--- config.mk ---
export PLATFORM = sky130hd
export DESIGN_NAME = sts_search_ctrl
export DESIGN_NICKNAME = d
export VERILOG_FILES = /design/src/rtl/sts_pkg.sv /design/src/rtl/sts_search_ctrl.sv
export SDC_FILE = /design/constraint.sdc
export NUM_CORES = 1
export LEC_CHECK = 0
export BUFFER_PORTS_ARGS = -buffer_cell sky130_fd_sc_hd__buf_4
export CAP_MARGIN = 40
export CORE_MARGIN = 5
export CORE_UTILIZATION = 45
export DETAILED_ROUTE_END_ITERATION = 8
export PLACE_DENSITY_LB_ADDON = 0.3
export RECOVER_POWER = 50
export SETUP_SLACK_MARGIN = 0.05
export SYNTH_ARGS = -nofsm -noshare
export SYNTH_HDL_FRONTEND = slang
export SYNTH_SLANG_ARGS = --single-unit
--- constraint.sdc ---
create_clock -name clock -period 3.15 [get_ports clock]
set_input_delay 0 -clock clock [delete_from_list [all_inputs] [get_ports clock]]
set_output_delay 0 -clock clock [all_outputs]
set_load 0.02 [all_outputs]
--- src/rtl/sts_pkg.sv ---
// Shared types and constants for the sorted table search unit.
`default_nettype none

package sts_pkg;

   localparam int unsigned DEPTH      = 1024;
   localparam int unsigned ADDR_W     = $clog2(DEPTH);
   localparam int unsigned POS_W      = 11;
   localparam int unsigned KEY_W      = 32;
   localparam int unsigned CSR_ADDR_W = 3;
   localparam int unsigned CSR_DATA_W = 32;

   localparam logic [POS_W-1:0] DEPTH_POS = POS_W'(DEPTH);

   typedef enum logic {
      OP_WRITE  = 1'b0,
      OP_SEARCH = 1'b1
   } opcode_type;

   // Word index of each control register (byte address bit 2)
   localparam logic REG_ENTRY_COUNT = 1'b0;

   typedef struct packed {
      logic                     wr_en;
      logic [ADDR_W-1:0]        wr_addr;
      logic signed [KEY_W-1:0]  wr_data;
      logic                     rd_en;
      logic [ADDR_W-1:0]        rd_addr;
   } mem_req_type;

endpackage

`default_nettype wire

--- src/rtl/sts_search_ctrl.sv ---
// Search sequencer: accepts items, issues table writes and probes, holds the result.
`default_nettype none

module sts_search_ctrl (
   input  wire logic                           clock,
   input  wire logic                           reset,
   input  wire logic                           req_valid,
   output logic                                req_ready,
   input  wire logic                           req_opcode,
   input  wire logic [sts_pkg::POS_W-1:0]      req_position,
   input  wire logic signed [sts_pkg::KEY_W-1:0] req_key_value,
   input  wire logic [sts_pkg::POS_W-1:0]      entry_count,
   output logic                                rsp_valid,
   input  wire logic                           rsp_ready,
   output logic [sts_pkg::POS_W-1:0]           rsp_found_position,
   output sts_pkg::mem_req_type                mem_req,
   input  wire logic signed [sts_pkg::KEY_W-1:0] mem_rdata
);
   import sts_pkg::*;

   typedef enum logic [3:0] {
      ST_IDLE  = 4'b0001,
      ST_PROBE = 4'b0010,
      ST_CMP   = 4'b0100,
      ST_DONE  = 4'b1000
   } state_type;

   state_type               state_ff, state_in;
   logic [POS_W-1:0]        low_ff, low_in;
   logic [POS_W-1:0]        high_ff, high_in;
   logic [POS_W-1:0]        mid_ff, mid_in;
   logic [POS_W-1:0]        result_ff, result_in;
   logic signed [KEY_W-1:0] key_ff, key_in;
   logic                    rsp_valid_ff, rsp_valid_in;
   logic [POS_W-1:0]        rsp_pos_ff, rsp_pos_in;

   logic [POS_W-1:0]        count_clamped;
   logic [POS_W:0]          mid_sum;
   logic [POS_W-1:0]        mid;
   logic [POS_W-1:0]        mid_less_one;
   logic [POS_W-1:0]        wr_pos_less_one;
   logic                    wr_pos_ok;

   assign count_clamped   = (entry_count > DEPTH_POS) ? DEPTH_POS : entry_count;
   assign mid_sum         = {1'b0, low_ff} + {1'b0, high_ff};
   assign mid             = mid_sum[POS_W:1];
   assign mid_less_one    = mid - POS_W'(1);
   assign wr_pos_less_one = req_position - POS_W'(1);
   assign wr_pos_ok       = (req_position != '0) && (req_position <= DEPTH_POS);

   always_comb begin
      state_in     = state_ff;
      low_in       = low_ff;
      high_in      = high_ff;
      mid_in       = mid_ff;
      result_in    = result_ff;
      key_in       = key_ff;
      rsp_valid_in = rsp_valid_ff;
      rsp_pos_in   = rsp_pos_ff;
      mem_req      = '0;

      // drop the result once the receiver takes it
      if (rsp_valid_ff && rsp_ready) begin
         rsp_valid_in = 1'b0;
      end

      unique case (state_ff)
         ST_IDLE: begin
            if (req_valid) begin
               if (opcode_type'(req_opcode) == OP_SEARCH) begin
                  low_in   = POS_W'(1);
                  high_in  = count_clamped;
                  key_in   = req_key_value;
                  state_in = ST_PROBE;
               end else if (wr_pos_ok) begin
                  mem_req.wr_en   = 1'b1;
                  mem_req.wr_addr = wr_pos_less_one[ADDR_W-1:0];
                  mem_req.wr_data = req_key_value;
               end
            end
         end
         ST_PROBE: begin
            if (low_ff > high_ff) begin
               result_in = '0;
               state_in  = ST_DONE;
            end else begin
               mem_req.rd_en   = 1'b1;
               mem_req.rd_addr = mid_less_one[ADDR_W-1:0];
               mid_in          = mid;
               state_in        = ST_CMP;
            end
         end
         ST_CMP: begin
            if (mem_rdata == key_ff) begin
               result_in = mid_ff;
               state_in  = ST_DONE;
            end else begin
               if (key_ff < mem_rdata) begin
                  high_in = mid_ff - POS_W'(1);
               end else begin
                  low_in = mid_ff + POS_W'(1);
               end
               state_in = ST_PROBE;
            end
         end
         ST_DONE: begin
            if (!rsp_valid_ff || rsp_ready) begin
               rsp_valid_in = 1'b1;
               rsp_pos_in   = result_ff;
               state_in     = ST_IDLE;
            end
         end
         default: begin
            state_in = ST_IDLE;
         end
      endcase
   end

   always_ff @(posedge clock) begin
      if (reset) begin
         state_ff     <= ST_IDLE;
         rsp_valid_ff <= 1'b0;
      end else begin
         state_ff     <= state_in;
         rsp_valid_ff <= rsp_valid_in;
      end
   end

   always_ff @(posedge clock) begin
      low_ff     <= low_in;
      high_ff    <= high_in;
      mid_ff     <= mid_in;
      result_ff  <= result_in;
      key_ff     <= key_in;
      rsp_pos_ff <= rsp_pos_in;
   end

   assign req_ready          = (state_ff == ST_IDLE);
   assign rsp_valid          = rsp_valid_ff;
   assign rsp_found_position = rsp_pos_ff;

endmodule

`default_nettype wire

==> impl_metrics.prom <==
# TYPE chip_impl_metric gauge
chip_impl_info{name="outcome",value="finished clean"} 1
chip_impl_metric{name="setup_viol_count_final",unit=""} 0
chip_impl_metric{name="post_synth.cell_area_avg",unit="um2"} 10.7
chip_impl_metric{name="first_global_vias",unit=""} 4894
chip_impl_metric{name="rrSetupSlack",unit="ns"} 0.36
chip_impl_metric{name="cts-buffers-inserted",unit=""} 9
chip_impl_metric{name="timing.critical_path.fanout_max",unit=""} 8
chip_impl_metric{name="antenna_violations_before_repair",unit=""} 0
chip_impl_metric{name="netlist_instances",unit=""} 544
chip_impl_metric{name="grt_use_total",unit="%"} 20.2
chip_impl_info{name="crit_path_end_kind",value="primary output"} 1
chip_impl_metric{name="post-synth-top-area-fraction",unit="%"} 45.1
chip_impl_metric{name="initial_utilization",unit="%"} 45.9
chip_impl_metric{name="clock.fmax",unit="MHz"} 334
chip_impl_metric{name="clk_latency",unit="ns"} 0.34
chip_impl_metric{name="drc",unit=""} 0
chip_impl_metric{name="antenna_cells",unit=""} 0
chip_impl_metric{name="io-pin-count",unit=""} 158
chip_impl_metric{name="final.min_clock_period",unit="ns"} 2.99
chip_impl_metric{name="finalWirelength",unit="mm"} 15.3
chip_impl_metric{name="timing.final.hold_violations",unit=""} 0
chip_impl_info{name="clock_tree.root_cell",value="clkbuf_16"} 1
chip_impl_metric{name="post-place-ws",unit="ns"} 0.358
chip_impl_metric{name="register_area",unit="mm2"} 0.00271
chip_impl_metric{name="fillerInstances",unit=""} 1048
chip_impl_metric{name="grt_pass1_wl",unit="mm"} 23.8
chip_impl_info{name="synthFlopType",value="edfxtp_1"} 1
chip_impl_metric{name="chipHeight",unit="um"} 124
chip_impl_metric{name="worstPathRequired",unit="ns"} 3.15
chip_impl_metric{name="deepest_level_of_the_cts_h_tree",unit=""} 3
chip_impl_metric{name="final-max-slew-violation-count",unit=""} 0
chip_impl_metric{name="coreArea",unit="mm2"} 0.0126
chip_impl_metric{name="syn-cell-area",unit="mm2"} 0.00580
chip_impl_metric{name="drtAntennaViolNets",unit=""} 0
chip_impl_metric{name="drt-vias-per-instance",unit=""} 5.08
chip_impl_info{name="critPathKind",value="flip-flop to primary output"} 1
chip_impl_metric{name="finalWeightedCongestion",unit=""} 0.864
chip_impl_metric{name="multi_input_comb_area",unit="mm2"} 0.00281
chip_impl_metric{name="final_hpwl_dp",unit="mm"} 11.6
chip_impl_metric{name="finalNonFillerCells",unit=""} 928
chip_impl_metric{name="drt_iter0_markers",unit=""} 167
chip_impl_metric{name="dr_total_vias",unit=""} 4715
chip_impl_info{name="hold_path_class",value="input port to flip-flop"} 1
chip_impl_metric{name="fp.dieArea",unit="mm2"} 0.0153
chip_impl_metric{name="port-buffer-count",unit=""} 157
chip_impl_metric{name="clock-sinks",unit=""} 92
chip_impl_metric{name="slew_worst_pin",unit="ns"} 0.983
chip_impl_info{name="synth.largest_area_cell",value="edfxtp_1"} 1
chip_impl_metric{name="tns",unit="ns"} 0
chip_impl_metric{name="async_flop_share",unit="%"} 0
chip_impl_metric{name="drt-pass1-iter-count",unit=""} 4
chip_impl_metric{name="drt-wirelength-per-cell",unit="um"} 16.5
chip_impl_metric{name="final_net_count",unit=""} 901
chip_impl_metric{name="number_of_register_bits_inferred_by_synthesis",unit=""} 92
chip_impl_metric{name="fin_skew",unit="ns"} 0.00914
chip_impl_metric{name="synthToLayoutAreaGrowth",unit="%"} 35.7
chip_impl_metric{name="layout_setup_ws",unit="ns"} 0.159
chip_impl_info{name="clock_tree_from_tritoncts",value="built"} 1
chip_impl_metric{name="drv.max_cap_violation_count",unit=""} 0
chip_impl_info{name="cp-start-kind",value="flip-flop"} 1
chip_impl_metric{name="worstPathArrival",unit="ns"} 2.99
chip_impl_info{name="rsz0062_at_grt",value="no"} 1
chip_impl_metric{name="min_period_over_period",unit="%"} 94.9
chip_impl_metric{name="globalRouteOverflowTotal",unit=""} 0
chip_impl_metric{name="fraction_of_layout_cells_with_a_size_suffix_above_1",unit="%"} 25.8
chip_impl_metric{name="powerDensity",unit="mW/mm2"} 388
chip_impl_info{name="synth_top_cells_by_area",value="edfxtp_1 (45%), ha_1 (13%), and2_1 (4.4%), inv_1 (4.0%), xnor2_1 (3.6%)"} 1
chip_impl_metric{name="floorplan_die_width",unit="um"} 124
chip_impl_metric{name="placed_instances",unit=""} 867
chip_impl_metric{name="num_rows",unit=""} 41
chip_impl_metric{name="clkSlewWorstSetupHoldPaths",unit="ns"} 0.07
chip_impl_metric{name="number_of_synthesized_flops_with_an_enable_pin",unit=""} 87
chip_impl_metric{name="ys_warn_count",unit=""} 0
chip_impl_metric{name="synth.yosys.seq_area_share",unit="%"} 46.8
chip_impl_metric{name="synth.lib_cells_used.distinct",unit=""} 68
chip_impl_metric{name="power.leakage",unit="nW"} 3.42
chip_impl_metric{name="power.ir.vdd_worst",unit="V"} 0.000259
chip_impl_metric{name="syn_nets",unit=""} 694
chip_impl_metric{name="slew-limit-headroom",unit="%"} 34.5
chip_impl_metric{name="whs",unit="ns"} 0.0130
chip_impl_metric{name="pin_count_of_the_biggest_net_entering_global_routing",unit=""} 34
chip_impl_metric{name="ctsLongestPathBuffers",unit=""} 2
cells in the mapped netlist (3+ instances only):
library cell / count
nor3_1: 11
or3_1: 3
xnor2_1: 24
a21o_1: 13
a21oi_1: 20
dfxtp_1: 5
xor2_1: 10
ha_1: 58
o21ai_0: 17
nand3_1: 12
nor2b_1: 5
clkbuf_1: 15
inv_1: 62
and3_1: 6
edfxtp_1: 87
nor3b_1: 3
and4_1: 5
nand4_1: 5
nand3b_1: 10
o21bai_1: 3
and2_1: 41
nor4_1: 4
nand2_1: 15
o21ba_2: 3
nor2_1: 49
a221oi_1: 3
area by class of cell:
cell class / count / share of cell area, %
clock buffer: 10 / 2.91
inverter: 64 / 3.10
multi-input combinational: 371 / 35.7
tap: 172 / 2.74
timing repair buffer: 213 / 20.2
clock inverter: 6 / 0.811
sequential: 92 / 34.5
timing repair:
action                                 4_1_cts  5_1_grt
setup endpoints to repair                    1        2
gates resized for setup                      1       10
endpoints found under the hold margin       40        0
pin swaps                                    0        8
hold buffers                                39        0
buffers inserted                             0        6
cell usage in the layout (no fill, tap or decap), drive strengths merged, types with 4 or more instances in the layout:
master and n:
xor2 11, nand3b 10, clkbuf 58, and2 43
nor2 49, and4 5, dfxtp 5, nor4 5
nor2b 5, o21bai 4, edfxtp 87, o21ai 19
dlygate4sd3 39, a21o 13, a21oi 21, nor3 12
buf 126, and3 7, a221oi 4, nand2 15
nand3 12, ha 58, xnor2 25, nand4 5
nor3b 4, inv 64
through the flow:
stage / power [mW] / util (%) / area (um2)
6_report: 3.05 / 62.3 / 7870
3_3_place_gp: 1.93 / 57.1 / 7210
2_1_floorplan: 1.74 / - / 5800
4_1_cts: 3.05 / 62.5 / 7890
5_1_grt: 3.18 / 62.3 / 7870
3_5_place_dp: 1.95 / 57.1 / 7210
metal layers:
| metal | GRT usage [%] | wire length, um |
|---|---|---|
| met5 | 0 | 0 |
| met4 | 7.34 | 331 |
| met2 | 37.3 | 7740 |
| met1 | 23.7 | 6440 |
| met3 | 3.02 | 758 |
state kept, by name, summed over array words and instances, names as in the netlist:
register and count:
rsp_found_position 11, rsp_valid 1, high_ff 11, key_ff 32, mid_ff 11, state_ff 4, result_ff 11, low_ff 11
worst max-delay path, cell delays in order (launching register included):
cell,delay [ns]
edfxtp_1,0.44
inv_1,0.09
ha_2,0.31
or4_1,0.50
a211oi_2,0.32
o31ai_2,0.10
o311a_1,0.32
and2_0,0.16
mux2_2,0.25
buf_4,0.16
logic make-up (layout without fill, tap and decap cells):
kind of cell	count (synthesis)	after routing	synth area share, %
simple gates	191	191	19.1
flops	92	92	46.8
compound gates	83	83	9.86
buf+inv	81	293	5.33
fa+ha+maj	59	59	12.9
xor+xnor	36	36	5.70
mux	2	2	0.367
final timing paths:
kind                  start                     to  cells past startpoint
max              high_ff[7]             mem_req[9]                      9
min          entry_count[7]             high_ff[7]                      3
max reg2reg       key_ff[9]             high_ff[1]                      8
min reg2reg    result_ff[1]  rsp_found_position[1]                      0
power breakdown:
| group | switching [mW] | internal, mW |
|---|---|---|
| Combinational | 0.290 | 0.284 |
| Clock | 0.454 | 0.615 |
| Sequential | 0.0207 | 1.39 |
| Total | 0.765 | 2.29 |
(Power assumes the default switching activity.)
